File: config.mk
export PLATFORM = sky130hd
export DESIGN_NAME = serial_packet_deframer_crc
export DESIGN_NICKNAME = d
export VERILOG_FILES = /design/src/rtl/spd_pkg.sv /design/src/rtl/spd_crc_byte.sv /design/src/rtl/spd_deframe.sv /design/src/rtl/serial_packet_deframer_crc.sv
export SDC_FILE = /design/constraint.sdc
export NUM_CORES = 1
export LEC_CHECK = 0
export ABC_AREA = 1
export ABC_CLOCK_PERIOD_IN_PS = 7000
export BUFFER_PORTS_ARGS = -buffer_cell sky130_fd_sc_hd__clkbuf_2
export CAP_MARGIN = 5
export CORE_MARGIN = 2
export CORE_UTILIZATION = 50
export CTS_CLUSTER_DIAMETER = 150
export DETAILED_ROUTE_END_ITERATION = 6
export GPL_TIMING_DRIVEN = 0
export PLACE_DENSITY = 0.69
export SYNTH_ARGS = -nofsm -noshare
export SYNTH_HDL_FRONTEND = slang
export SYNTH_SLANG_ARGS = --single-unit
File: constraint.sdc
create_clock -name clk -period 7 [get_ports clk]
set_clock_uncertainty 0.15 [all_clocks]
set_input_delay 1.05 -clock clk [delete_from_list [all_inputs] [get_ports clk]]
set_output_delay 1.05 -clock clk [all_outputs]
set_load 0.005 [all_outputs]
File: src/rtl/spd_pkg.sv
// Package for the serial packet deframer: shared constants, configuration indices,
// status and field codes, and the packed item types of the input and result channels.
// Depends on nothing; spd_deframe, the top level and the testbench import it.
`timescale 1ns / 1ps

package spd_pkg;

	// Default checksum width and fixed header length in bytes.
	localparam int CRC_BITS_DEF = 16;
	localparam int HEADER_BYTES = 4;

	// Register reset values.
	localparam logic [31:0] TIMEOUT_RESET = 32'd30000;
	localparam logic [15:0] POLY_RESET    = 16'd4129;

	// Framing constants.
	localparam logic [7:0] START_BYTE = 8'h01;
	localparam logic [7:0] SIZE_LIMIT = 8'd128;

	// Configuration port.
	localparam int CFG_IDX_W  = 1;
	localparam int CFG_DATA_W = 32;
	localparam logic [CFG_IDX_W-1:0] CFG_TIMEOUT = 1'd0;
	localparam logic [CFG_IDX_W-1:0] CFG_POLY    = 1'd1;

	typedef enum logic [2:0] {
		ST_NO_PACKET = 3'd0,
		ST_WAITING   = 3'd1,
		ST_TIMED_OUT = 3'd2,
		ST_RECEIVING = 3'd3,
		ST_RECEIVED  = 3'd4,
		ST_MALFORMED = 3'd5
	} status_t;

	typedef enum logic [2:0] {
		FK_NONE  = 3'd0,
		FK_START = 3'd1,
		FK_SIZE  = 3'd2,
		FK_TYPE  = 3'd3,
		FK_TAG   = 3'd4,
		FK_PARAM = 3'd5
	} field_kind_t;

	typedef struct packed {
		logic        action;
		logic [7:0]  rx_byte;
		logic [31:0] now_ms;
	} in_item_t;

	typedef struct packed {
		status_t     status;
		logic [6:0]  bytes_before;
		field_kind_t field_kind;
		logic [6:0]  param_index;
		logic [7:0]  field_value;
	} out_item_t;

endpackage

File: src/rtl/spd_crc_byte.sv
// Byte-wide MSB-first CRC update: folds one byte into the running remainder.
// Depends on nothing but its parameter; used by spd_deframe.
`timescale 1ns / 1ps

module spd_crc_byte #(
	parameter int CRC_BITS = 16
) (
	input  logic [CRC_BITS-1:0] crc,
	input  logic [7:0]          data,
	input  logic [CRC_BITS-1:0] poly,
	output logic [CRC_BITS-1:0] crc_next
);

	always_comb begin
		logic [CRC_BITS-1:0] r;
		r = crc ^ (CRC_BITS'(data) << (CRC_BITS - 8));
		// Eight bit steps, the top bit of the remainder selecting the feedback.
		for (int n = 0; n < 8; n++) begin
			if (r[CRC_BITS-1]) begin
				r = (r << 1) ^ poly;
			end else begin
				r = r << 1;
			end
		end
		crc_next = r;
	end

endmodule

File: src/rtl/spd_deframe.sv
// Deframing state and per-item decision logic: byte count, start time, size,
// running and received checksums. Depends on spd_pkg and spd_crc_byte.
`timescale 1ns / 1ps

module spd_deframe #(
	parameter int CRC_BITS = spd_pkg::CRC_BITS_DEF
) (
	input  logic                clk,
	input  logic                arst_n,
	input  logic                step_en,
	input  spd_pkg::in_item_t   item,
	input  logic [31:0]         timeout_ms,
	input  logic [CRC_BITS-1:0] crc_poly,
	output spd_pkg::out_item_t  result
);
	import spd_pkg::*;

	localparam int CRC_BYTES = (CRC_BITS + 7) / 8;
	localparam int MIN_SIZE  = HEADER_BYTES + CRC_BYTES;

	logic [6:0]          byte_count_q, byte_count_n;
	logic [31:0]         start_time_q, start_time_n;
	logic [6:0]          packet_size_q, packet_size_n;
	logic [CRC_BITS-1:0] running_crc_q, running_crc_n;
	logic [CRC_BITS-1:0] received_crc_q, received_crc_n;

	logic [31:0]           deadline;
	logic [6:0]            cnt;
	logic [CRC_BITS-1:0]   crc_in;
	logic [CRC_BITS-1:0]   crc_next;
	logic                  crc_take;
	logic [7:0]            pos;
	logic [CRC_BITS+23:0]  byte_shifted;
	logic [CRC_BITS-1:0]   received_ins;

	assign deadline = start_time_q + timeout_ms;
	assign cnt      = byte_count_q + 7'd1;

	// A new packet starts its checksum from zero.
	assign crc_in = (byte_count_q == 7'd0) ? '0 : running_crc_q;

	spd_crc_byte #(
		.CRC_BITS(CRC_BITS)
	) u_crc (
		.crc     (crc_in),
		.data    (item.rx_byte),
		.poly    (crc_poly),
		.crc_next(crc_next)
	);

	// Bytes up to size minus the checksum length feed the CRC; the rest are the
	// little-endian received checksum.
	assign crc_take = ({1'b0, cnt} + 8'(CRC_BYTES)) <= {1'b0, packet_size_q};
	assign pos      = {1'b0, cnt} - ({1'b0, packet_size_q} - 8'(CRC_BYTES)) - 8'd1;
	assign byte_shifted = (CRC_BITS + 24)'(item.rx_byte) << {pos[1:0], 3'b000};
	assign received_ins = (pos < 8'(CRC_BYTES))
		? (received_crc_q | byte_shifted[CRC_BITS-1:0]) : received_crc_q;

	always_comb begin
		byte_count_n   = byte_count_q;
		start_time_n   = start_time_q;
		packet_size_n  = packet_size_q;
		running_crc_n  = running_crc_q;
		received_crc_n = received_crc_q;

		result.status       = ST_NO_PACKET;
		result.bytes_before = byte_count_q;
		result.field_kind   = FK_NONE;
		result.param_index  = 7'd0;
		result.field_value  = 8'd0;

		if (!item.action) begin
			if (byte_count_q != 7'd0) begin
				if (item.now_ms < deadline) begin
					result.status = ST_WAITING;
				end else begin
					result.status = ST_TIMED_OUT;
					byte_count_n  = 7'd0;
				end
			end
		end else if (byte_count_q != 7'd0 && item.now_ms > deadline) begin
			result.status = ST_TIMED_OUT;
			byte_count_n  = 7'd0;
		end else begin
			result.status = ST_RECEIVING;
			if (byte_count_q == 7'd0) begin
				if (item.rx_byte == START_BYTE) begin
					start_time_n       = item.now_ms;
					running_crc_n      = crc_next;
					received_crc_n     = '0;
					result.field_kind  = FK_START;
					result.field_value = item.rx_byte;
					byte_count_n       = cnt;
				end else begin
					byte_count_n  = 7'd0;
					result.status = ST_MALFORMED;
				end
			end else if (byte_count_q == 7'd1) begin
				if (item.rx_byte >= 8'(MIN_SIZE) && item.rx_byte < SIZE_LIMIT) begin
					// The size byte always lies inside the checksummed span.
					packet_size_n      = item.rx_byte[6:0];
					running_crc_n      = crc_next;
					result.field_kind  = FK_SIZE;
					result.field_value = item.rx_byte;
					byte_count_n       = cnt;
				end else begin
					byte_count_n  = 7'd0;
					result.status = ST_MALFORMED;
				end
			end else begin
				if (crc_take) begin
					running_crc_n = crc_next;
				end else begin
					received_crc_n = received_ins;
				end
				result.field_value = item.rx_byte;
				if (cnt == 7'd3) begin
					result.field_kind = FK_TYPE;
				end else if (cnt <= 7'(HEADER_BYTES)) begin
					result.field_kind = FK_TAG;
				end else begin
					result.field_kind  = FK_PARAM;
					result.param_index = cnt - 7'(HEADER_BYTES + 1);
				end
				byte_count_n = cnt;
				if (cnt == packet_size_q) begin
					result.status = (received_crc_n == running_crc_n)
						? ST_RECEIVED : ST_MALFORMED;
					byte_count_n = 7'd0;
				end
			end
		end
	end

	always_ff @(posedge clk or negedge arst_n) begin
		if (!arst_n) begin
			byte_count_q   <= 7'd0;
			start_time_q   <= 32'd0;
			packet_size_q  <= 7'd0;
			running_crc_q  <= '0;
			received_crc_q <= '0;
		end else if (step_en) begin
			byte_count_q   <= byte_count_n;
			start_time_q   <= start_time_n;
			packet_size_q  <= packet_size_n;
			running_crc_q  <= running_crc_n;
			received_crc_q <= received_crc_n;
		end
	end

endmodule

File: src/rtl/serial_packet_deframer_crc.sv
// Serial packet deframer with CRC check, top level.
// An accepted item is held in the input register; its result is then registered in the
// result register, where it waits until the consumer takes it.
// Throughput: one item per cycle while the consumer takes each result as it comes.
// Reset (arst_n low, asynchronous): both stages empty, framing state zero,
// timeout 30000 ms and polynomial 4129. Depends on spd_pkg and spd_deframe.
`timescale 1ns / 1ps

module serial_packet_deframer_crc #(
	parameter int CRC_BITS = spd_pkg::CRC_BITS_DEF
) (
	input  logic                             clk,
	input  logic                             arst_n,

	input  logic                             in_valid,
	output logic                             in_ready,
	input  spd_pkg::in_item_t                in_item,

	output logic                             out_valid,
	input  logic                             out_ready,
	output spd_pkg::out_item_t               out_item,

	input  logic                             cfg_valid,
	output logic                             cfg_ready,
	input  logic [spd_pkg::CFG_IDX_W-1:0]    cfg_index,
	input  logic [spd_pkg::CFG_DATA_W-1:0]   cfg_data
);
	import spd_pkg::*;

	// Configuration registers. The user must write them only while the block is idle,
	// not enforced by the block; writes are always taken, used directly by the deframer.
	logic [31:0]         timeout_q;
	logic [CRC_BITS-1:0] poly_q;

	assign cfg_ready = 1'b1;

	always_ff @(posedge clk or negedge arst_n) begin
		if (!arst_n) begin
			timeout_q <= TIMEOUT_RESET;
			poly_q    <= CRC_BITS'(POLY_RESET);
		end else if (cfg_valid) begin
			case (cfg_index)
				CFG_TIMEOUT: timeout_q <= cfg_data[31:0];
				CFG_POLY:    poly_q    <= CRC_BITS'(cfg_data[15:0]);
				default:     ;
			endcase
		end
	end

	// Input register. It refills in the same cycle that its item moves on, so a
	// steady stream passes at one item per cycle while the consumer keeps up.
	in_item_t  item_s1;
	logic      valid_s1;
	logic      advance;
	out_item_t result;

	// An item moves from the input register into the result register when the
	// result register is empty or its item is being taken this cycle. The
	// framing state is updated at the same edge.
	assign advance  = valid_s1 && (!out_valid || out_ready);
	assign in_ready = !valid_s1 || advance;

	always_ff @(posedge clk or negedge arst_n) begin
		if (!arst_n) begin
			valid_s1 <= 1'b0;
		end else if (in_ready) begin
			valid_s1 <= in_valid;
		end
	end

	always_ff @(posedge clk) begin
		if (in_valid && in_ready) begin
			item_s1 <= in_item;
		end
	end

	spd_deframe #(
		.CRC_BITS(CRC_BITS)
	) u_deframe (
		.clk       (clk),
		.arst_n    (arst_n),
		.step_en   (advance),
		.item      (item_s1),
		.timeout_ms(timeout_q),
		.crc_poly  (poly_q),
		.result    (result)
	);

	// Result register. A finished item waits here for the consumer while the
	// input register can still take one more item.
	logic      out_valid_q;
	out_item_t out_item_q;

	always_ff @(posedge clk or negedge arst_n) begin
		if (!arst_n) begin
			out_valid_q <= 1'b0;
		end else if (advance) begin
			out_valid_q <= 1'b1;
		end else if (out_ready) begin
			out_valid_q <= 1'b0;
		end
	end

	always_ff @(posedge clk) begin
		if (advance) begin
			out_item_q <= result;
		end
	end

	assign out_valid = out_valid_q;
	assign out_item  = out_item_q;

endmodule

==> flow_metrics.py, run 1 <==
metrics = {
    "status": {
        "status": "finished with violations",
        "violations": "DRC",
    },
    "floorplan": {
        "core_region_area_um2": 26100,
        "die_y_um": 168,
        "die_w_um": 168,
        "initial_utilization_pct": 51.2,
        "rows": 59,
        "io_pins": 110,
        "die_area_um2": 28100,
    },
    "setup_path": {
        "arrival_ns": 6.51,
        "cpPeakStageDelay_ns": 0.43,
        "crit_fanout": 10,
        "crit_slowest_cell": "a211oi_1",
        "cp.required_ns": 7.20,
        "cpMostUsedCell": "nand2_1",
        "cp-end-kind": "flip-flop",
        "critical_path_class": "flip-flop to flip-flop",
        "start_kind": "flip-flop",
    },
    "placed_design": {
        "place_inst": 2111,
        "io_buffer_count": 108,
        "gp_congestion": 0.907,
        "post-dp-hpwl_um": 26500,
    },
    "cts": {
        "tritoncts": "built",
        "clk-insertion-delay-late_ns": 0.45,
        "cts_resized": 0,
        "postCtsSetupBuffers": 0,
        "clkSlewWorstSetupHoldPaths_ns": 0.09,
        "holdBufCountCts": 0,
        "cts_made_buffers": 17,
        "clock-root-buffer": "clkbuf_16",
        "clock_sinks": 197,
        "cts_max_path_buffers": 2,
        "htree_levels": 4,
    },
    "power_and_ir_drop": {
        "ir_worst_vdd_mv": 0.210,
        "power.density_nw_per_um2": 425,
        "p_leak_nw": 7.57,
    },
    "logic_synthesis": {
        "synth_area_um2": 13400,
        "ys_types": 49,
        "ys.flop_type": "dfrtp_1",
        "synth-edff-count": 69,
        "yosysWarnings": 0,
        "syn_avg_cell_area_um2": 8.03,
        "yosys_register_bits": 197,
        "ys_seq_area_share_pct": 39.5,
        "synth_cells": 1666,
        "synthArstFlopShare_pct": 65.0,
        "synth_nets": 1837,
    },
    "finish": {
        "layout.cells.non_filler": 2143,
        "antenna_cells": 0,
        "nets": 1966,
        "final_util_pct": 57.3,
        "multi_input_area_um2": 7130,
        "final_layout_size_suffix_gt1_share_pct": 14.8,
        "final.fill_count": 2422,
        "area_growth_pct": 12.1,
        "mostFrequentLayoutCells": "nand2_1 (470), inv_1 (168), nand3_1 (161), dfrtp_1 (118), clkbuf_2 (111)",
        "regArea_um2": 5290,
        "final_common_cell": "nand2_1",
    },
    "sta": {
        "fmax_mhz": 159,
        "finalMaxSlewViolations": 0,
        "setup_viol_count_final": 0,
        "relSlewSlack_pct": 28.8,
        "worst_pin_slew_ns": 1.07,
        "fin_crit_sh_pct": 90.1,
        "fin_crit_ns": 6.31,
        "rsz0062_at_grt": "true",
        "report.final.hold_viol_count": 0,
    },
    "grt": {
        "grt_use_total_pct": 25.2,
        "grt_pass1_vias": 11200,
        "antenna_found_initial": 0,
        "grt_start_max_net_pins": 72,
        "grt.overflow.total": 0,
        "grt_pass1_wl_um": 56400,
    },
    "routing": {
        "antenna_left": 0,
        "drt-initial-drc-count": 919,
        "firstDrtPassIters": 7,
        "wl_um": 34300,
        "drc": 5,
        "wl_per_cell_um": 16.0,
        "vias": 11600,
        "via_per_inst": 5.42,
    },
    "run": {
        "cap_violations": 0,
    },
    "hold_path": {
        "hp-class": "flip-flop to flip-flop",
    },
}
## synthesized netlist by cell type, drive strengths merged (3+ instances only)
cell type / number / area (µm²)
o21ai: 86 / 430
xnor2: 56 / 498
o31ai: 3 / 22.5
dfstp: 10 / 263
o21bai: 4 / 30.0
nand2: 484 / 1870
a211oi: 5 / 37.5
edfxtp: 69 / 2070
buf: 28 / 178
nand3b: 8 / 60.1
nand4: 21 / 131
nor2: 76 / 310
mux2: 47 / 529
nor4: 3 / 18.8
inv: 175 / 657
nand3: 174 / 953
o22ai: 8 / 50.1
ha: 90 / 1130
xor2: 41 / 367
nor3: 10 / 50.1
a21oi: 99 / 495
dfrtp: 118 / 2950
clkbuf: 34 / 128
## layout make-up
class                   instances  area share [%]
repair buffers                110            3.98
plain buffers                  62            2.07
well taps                     335            2.80
multi-input cells            1231            47.6
flip-flops and latches        197            35.3
inverters                     176            4.41
clock inverters                15            1.03
clock buffers                  17            2.84
## path summary, 6_finish.rpt
| path | to | cells after the start | startpoint | slack (ns) |
|---|---|---|---|---|
| max | u_deframe.packet_size_q[3] | 41 | timeout_q[2] | 0.69 |
| min | u_deframe.received_crc_q[9] | 2 | u_deframe.received_crc_q[9] | 0.34 |
| max reg2reg | u_deframe.packet_size_q[3] | 41 | timeout_q[2] | 0.69 |
| min reg2reg | u_deframe.received_crc_q[9] | 2 | u_deframe.received_crc_q[9] | 0.34 |
| max in group asynchronous | poly_q[12] | 2 | arst_n | 5.49 |
| min in group asynchronous | u_deframe.start_time_q[24] | 1 | arst_n | 0.42 |
## where the power goes
part	leakage, nW	internal, mW	switching (mW)
registers	2.32	1.38	0.118
clock network	0.278	0.479	0.511
logic	4.97	1.31	2.57
total	7.57	3.17	3.20
## worst max-delay path, delay by kind of cell (launching register included)
kind	cells	cell delay, ns
simple gates	29	2.97
compound gates	7	1.55
fa+ha+maj	2	0.62
flops	1	0.40
buf+inv	2	0.32
xor+xnor	1	0.20
## stage by stage
step           setup TNS [ns]  hold WS [ns]  worst slack [ns]  area (µm²)  total power [mW]
6_report                    0         0.343             0.692       15000              6.36
5_1_grt              -0.00702         0.371          -0.00702       15000              6.95
4_1_cts                     0         0.342             0.451       15000              6.34
2_1_floorplan               0         0.303              1.79       13400              4.38
3_3_place_gp                0         0.320             0.679       14300              5.22
3_5_place_dp                0         0.325             0.598       14400              5.32
## sequential cells by signal, indices dropped and copies added, names as in the netlist
name                      cells
item_s1                      41
timeout_q                    32
u_deframe.start_time_q       32
out_item                     28
poly_q                       16
u_deframe.received_crc_q     16
u_deframe.running_crc_q      16
u_deframe.byte_count_q        7
u_deframe.packet_size_q       7
out_valid                     1
valid_s1                      1
## kinds of logic (layout without fill, tap and decap cells)
kind of cell / after synthesis / count (layout) / share of synthesized area [%]
compound gates: 214 / 214 / 8.52
flops: 197 / 197 / 39.5
mux: 47 / 47 / 3.96
fa+ha+maj: 92 / 92 / 8.72
simple gates: 780 / 780 / 25.5
xor+xnor: 97 / 97 / 6.47
buf+inv: 238 / 380 / 7.22
other cells: 1 / 1 / 0.0280
## layer usage
layer  vias up  track usage (%)  share of wire [%]
met1      5418             34.3                 45
met2       352             41.3                 47
met5         -                0                  0
met3        59             3.85                5.9
li1       5779                -                  -
met4         0             8.70                2.9
Note: power is estimated with default switching activity, not from simulation.
==> run 2: changes to the inputs <==
--- a/config.mk
+++ b/config.mk
@@ -6,7 +6,7 @@
 export NUM_CORES = 1
 export LEC_CHECK = 0
 export ABC_AREA = 1
-export ABC_CLOCK_PERIOD_IN_PS = 7000
+export ABC_CLOCK_PERIOD_IN_PS = 6300
 export BUFFER_PORTS_ARGS = -buffer_cell sky130_fd_sc_hd__clkbuf_2
 export CAP_MARGIN = 5
 export CORE_MARGIN = 2
==> constraint.sdc (replaced) <==
create_clock -name clk -period 6.3 [get_ports clk]
set_clock_uncertainty 0.15 [all_clocks]
set_input_delay 0.945 -clock clk [delete_from_list [all_inputs] [get_ports clk]]
set_output_delay 0.945 -clock clk [all_outputs]
set_load 0.005 [all_outputs]
==> flow_metrics.py, run 2 (synthesis results as in run 1) <==
metrics = {
    "sta": {
        "worst_pin_slew_ns": 1.06,
        "fin_crit_ns": 5.79,
        "fmax_mhz": 173,
        "setup_viol_count_final": 0,
        "report.final.hold_viol_count": 0,
        "fin_crit_sh_pct": 91.9,
        "finalMaxSlewViolations": 0,
        "relSlewSlack_pct": 29.3,
        "timing.final.ws_setup_ns": 0.507,
    },
    "floorplan": {
        "rows": 59,
        "die_y_um": 168,
        "core_region_area_um2": 26100,
        "die_area_um2": 28100,
        "initial_utilization_pct": 51.2,
        "die_w_um": 168,
        "io_pins": 110,
    },
    "placed_design": {
        "dp_slack_ns": -0.102,
        "place_inst": 2111,
        "dpl_cell_area_um2": 14400,
        "post-dp-hpwl_um": 26500,
        "io_buffer_count": 108,
        "gp_congestion": 0.907,
    },
    "setup_path": {
        "rr_worst_depth": 42,
        "critical_path_class": "flip-flop to flip-flop",
        "cp.required_ns": 6.47,
        "r2r_setup_slack_ns": 0.51,
        "crit_slowest_cell": "dfrtp_1",
        "arrival_ns": 5.96,
        "cpMostUsedCell": "nand2_1",
        "start_kind": "flip-flop",
        "reg2reg_to": "u_deframe.packet_size_q[6]",
        "crit_fanout": 10,
        "cpPeakStageDelay_ns": 0.38,
        "cp-end-kind": "flip-flop",
        "reg2reg_from": "timeout_q[0]",
    },
    "finish": {
        "final.fill_count": 2406,
        "antenna_cells": 0,
        "largest_reg_flops": 41,
        "top_register": "item_s1",
        "nets": 1973,
        "mostFrequentLayoutCells": "nand2_1 (462), inv_1 (166), nand3_1 (159), dfrtp_1 (117), clkbuf_2 (108)",
        "multi_input_area_um2": 7250,
        "final_layout_size_suffix_gt1_share_pct": 16.6,
        "design_area_um2": 15200,
        "area_growth_pct": 13.5,
        "layout.cells.non_filler": 2150,
        "final_common_cell": "nand2_1",
        "regArea_um2": 5290,
        "reg_top3": "item_s1: 41 flops, timeout_q: 32 flops, u_deframe.start_time_q: 32 flops",
    },
    "routing": {
        "drc": 5,
        "via_per_inst": 5.42,
        "firstDrtPassIters": 7,
        "drt-initial-drc-count": 934,
        "vias": 11700,
        "antenna_left": 0,
        "wl_um": 34500,
        "wl_per_cell_um": 16.0,
    },
    "cts": {
        "tritoncts": "built",
        "cts_made_buffers": 17,
        "clock_sinks": 197,
        "clock-root-buffer": "clkbuf_16",
        "clkSlewWorstSetupHoldPaths_ns": 0.08,
        "clk-insertion-delay-late_ns": 0.45,
        "cts_max_path_buffers": 2,
        "htree_levels": 4,
    },
    "status": {
        "status": "finished with violations",
        "violations": "DRC",
    },
    "grt": {
        "grt_pass1_wl_um": 56500,
        "antenna_found_initial": 0,
        "grt_use_total_pct": 25.2,
        "grt_start_max_net_pins": 72,
        "grt_pass1_vias": 11200,
        "grt.overflow.total": 0,
    },
    "power_and_ir_drop": {
        "p_leak_nw": 7.63,
        "ir_worst_vdd_mv": 0.232,
        "power.density_nw_per_um2": 469,
    },
    "hold_path": {
        "hp-class": "input port to asynchronous set/reset pin",
    },
    "run": {
        "cap_violations": 0,
    },
}
## run 2: report_power, final
part           total [mW]  internal, mW  switching [mW]
clock                1.10         0.533           0.570
sequential           1.66          1.53           0.131
combinational        4.35          1.48            2.87
## run 2: worst max path at each step
stage                                          from                      endpoint  slack (ns)
after floorplan                        timeout_q[2]  u_deframe.received_crc_q[10]        1.09
after global placement                 timeout_q[0]    u_deframe.packet_size_q[6]       -0.02
after detailed placement               timeout_q[0]    u_deframe.packet_size_q[4]       -0.10
after CTS                              timeout_q[2]    u_deframe.packet_size_q[6]        0.01
after global routing      u_deframe.start_time_q[2]    u_deframe.running_crc_q[1]       -0.03
final                                  timeout_q[0]    u_deframe.packet_size_q[6]        0.51
## run 2: timing repair
action | in CTS | in global routing
buffers inserted | 0 | 7
resized for setup | 8 | 57
hold buffers | 0 | 0
pin swaps | 0 | 10
setup endpoints to repair | 44 | 67
hold endpoints to repair | 0 | 0
## run 2: metal layers
| metal | wire length (µm) | GRT usage, % |
|---|---|---|
| met3 | 2040 | 3.97 |
| met2 | 16100 | 41.3 |
| met5 | 0 | 0 |
| met4 | 996 | 8.70 |
| met1 | 15300 | 34.3 |
## run 2: area by class of cell
type	instances	area share, %
buffer	62	2.22
inverter	176	4.37
timing repair buffer	117	4.28
multi-input combinational	1231	47.7
tap	335	2.76
sequential	197	34.8
clock inverter	15	1.01
clock buffer	17	2.80
## run 2: metrics by stage
stage | setup TNS [ns] | power (mW) | hold slack, ns | utilization [%]
CTS | 0 | 7.04 | 0.339 | 57.3
floorplan | 0 | 4.87 | 0.303 | -
global route | -0.229 | 7.77 | 0.343 | 58.1
global placement | -0.0516 | 5.80 | 0.320 | 54.8
finish | 0 | 7.11 | 0.320 | 58.1
detailed placement | -1.13 | 5.91 | 0.325 | 55.1
## run 2: worst max-delay path, delay by kind of cell (launching register included)
kind                     cells  cell delay [ns]
AND/OR/NAND/NOR             30             3.24
AO/OA/AOI/OAI                6             0.79
flip-flops                   1             0.38
XOR/XNOR                     1             0.11
adder cells (fa/ha/maj)      3             0.70
buffers and inverters        2             0.29
==> run 3: changes to the inputs <==
--- a/config.mk
+++ b/config.mk
@@ -9,12 +9,14 @@
 export ABC_CLOCK_PERIOD_IN_PS = 6300
 export BUFFER_PORTS_ARGS = -buffer_cell sky130_fd_sc_hd__clkbuf_2
 export CAP_MARGIN = 5
+export CORE_ASPECT_RATIO = 1.75
 export CORE_MARGIN = 2
-export CORE_UTILIZATION = 50
+export CORE_UTILIZATION = 55
 export CTS_CLUSTER_DIAMETER = 150
 export DETAILED_ROUTE_END_ITERATION = 6
+export GPL_ROUTABILITY_DRIVEN = 1
 export GPL_TIMING_DRIVEN = 0
-export PLACE_DENSITY = 0.69
+export PLACE_DENSITY = 0.74
 export SYNTH_ARGS = -nofsm -noshare
 export SYNTH_HDL_FRONTEND = slang
 export SYNTH_SLANG_ARGS = --single-unit
==> flow_metrics.py, run 3 (synthesis results as in run 1) <==
metrics = {
    "status": {
        "status": "complete, no violations",
    },
    "power_and_ir_drop": {
        "p_clk_share_pct": 15.2,
        "p_int_mw": 3.56,
        "ir_worst_vdd_mv": 0.277,
        "p_leak_nw": 7.67,
        "pwr-share-comb_pct": 61.6,
        "switchingPower_mw": 3.58,
        "power.density_nw_per_um2": 468,
        "p_seq_share_pct": 23.3,
        "p_sw_share_pct": 50.1,
    },
    "setup_path": {
        "arrival_ns": 6.06,
        "reg2reg_from": "u_deframe.start_time_q[0]",
        "cpMostUsedCell": "nand2_2",
        "critical_path_class": "flip-flop to flip-flop",
        "cpPeakStageDelay_ns": 0.42,
        "startpoint": "u_deframe.start_time_q[0]",
        "cp.required_ns": 6.50,
        "crit_fanout": 10,
        "crit_slowest_cell": "dfrtp_1",
        "cp-end-kind": "flip-flop",
        "start_kind": "flip-flop",
    },
    "finish": {
        "antenna_cells": 0,
        "largest_reg_flops": 41,
        "reg_top3": "item_s1: 41 flops, timeout_q: 32 flops, u_deframe.start_time_q: 32 flops",
        "area_growth_pct": 14.3,
        "mostFrequentLayoutCells": "nand2_1 (450), inv_1 (165), nand3_1 (157), dfrtp_1 (117), clkbuf_2 (108)",
        "layout.cells.non_filler": 2125,
        "final.fill_count": 2124,
        "nets": 1975,
        "top_register": "item_s1",
        "final_layout_size_suffix_gt1_share_pct": 17.8,
        "final_common_cell": "nand2_1",
    },
    "cts": {
        "tritoncts": "built",
        "holdBufCountCts": 0,
        "cts_made_buffers": 17,
        "cts_max_path_buffers": 2,
        "clk-insertion-delay-late_ns": 0.48,
        "clkSlewWorstSetupHoldPaths_ns": 0.08,
        "clock-root-buffer": "clkbuf_16",
        "clock_sinks": 197,
        "htree_levels": 4,
    },
    "floorplan": {
        "core_region_area_um2": 23900,
        "initial_utilization_pct": 55.9,
        "io_pins": 110,
        "die_y_um": 210,
        "die_area_um2": 25600,
        "die_w_um": 122,
        "rows": 75,
    },
    "sta": {
        "fmax_mhz": 171,
        "relSlewSlack_pct": 24.9,
        "finalMaxSlewViolations": 0,
        "setup_viol_count_final": 0,
        "worst_pin_slew_ns": 1.13,
        "timing.final.ws_setup_ns": 0.444,
        "fin_crit_sh_pct": 92.9,
        "fin_crit_ns": 5.86,
        "report.final.hold_viol_count": 0,
    },
    "placed_design": {
        "gp_congestion": 0.936,
        "post-dp-hpwl_um": 29500,
        "dp_slack_ns": -1.09,
        "io_buffer_count": 108,
        "place_inst": 2084,
    },
    "grt": {
        "grt_pass1_wl_um": 57500,
        "grt.overflow.total": 0,
        "grt_use_total_pct": 29.5,
        "grt_pass1_vias": 11500,
        "grt_start_max_net_pins": 79,
        "antenna_found_initial": 0,
    },
    "routing": {
        "antenna_left": 0,
        "drt-initial-drc-count": 676,
        "vias": 11700,
        "wl_um": 37100,
        "firstDrtPassIters": 7,
        "wl_per_cell_um": 17.4,
        "drc": 0,
        "via_per_inst": 5.52,
    },
    "run": {
        "cap_violations": 0,
    },
    "hold_path": {
        "hp-class": "input port to asynchronous set/reset pin",
    },
}
==> run 3: changes by cell type in the layout (fill, tap and decap cells not counted), sizes merged <==
cell	delta
buf	+2
clkbuf	+2
clkinvlp	-2
clkinv	+1
inv	-1
==> run 3: layout make-up <==
type,count,area (µm²),share of cell area [%]
multi-input combinational,1231,7350,48.1
sequential,197,5290,34.6
timing repair buffer,119,677,4.43
inverter,176,661,4.32
clock buffer,19,454,2.97
tap,308,385,2.52
buffer,62,334,2.19
clock inverter,13,128,0.835
==> run 3: critical path: cells and delay by family (launching register included) <==
kind            cells  cell delay (ns)
buf+inv             4             0.61
simple gates       29             2.84
compound gates      6             0.68
xor+xnor            1             0.14
flops               1             0.42
fa+ha+maj           3             0.85
==> run 3: final timing paths <==
kind | to | slack (ns) | cells after the start
worst max-delay path | u_deframe.received_crc_q[4] | 0.44 | 43
worst min-delay path | timeout_q[18] | 0.26 | 1
worst max register to register | u_deframe.received_crc_q[4] | 0.44 | 43
worst min register to register | u_deframe.packet_size_q[3] | 0.34 | 2
max in group asynchronous | timeout_q[12] | 4.97 | 2
min in group clk | u_deframe.packet_size_q[3] | 0.34 | 2
==> run 3: power groups by stage <==
stage / Clock [mW] / Combinational (mW) / Sequential [mW]
floorplan: 0 / 3.22 / 1.64
global placement: 0 / 4.18 / 1.68
detailed placement: 0 / 4.28 / 1.68
CTS: 1.10 / 4.33 / 1.66
global route: 1.15 / 4.93 / 1.68
finish: 1.09 / 4.40 / 1.66
==> run 3: routing by layer <==
layer  share of wire [%]  vias up  GRT usage (%)
met2                  54      370           54.8
met1                  33     5433           27.2
met4                 8.8        0           24.5
met3                 3.8      140           4.90
met5                   0        -              0
li1                    -     5781              -
==> run 3: stage by stage <==
stage / TNS [ns] / util [%] / instance area [µm²] / hold WS, ns / power [mW]
6_report: 0 / 63.9 / 15300 / 0.257 / 7.15
5_1_grt: -0.639 / 63.9 / 15300 / 0.284 / 7.76
4_1_cts: 0 / 62.8 / 15000 / 0.273 / 7.09
3_5_place_dp: -33.70 / 60.0 / 14400 / 0.325 / 5.97
3_3_place_gp: -29.93 / 59.7 / 14300 / 0.318 / 5.86
2_1_floorplan: 0 / - / 13400 / 0.303 / 4.87
==> run 3: repair_timing <==
item                       CTS  global route
setup buffers                1             8
setup endpoints to repair   61            67
resized for setup           25            52
cloned                       0             0
pin swaps                    3            18
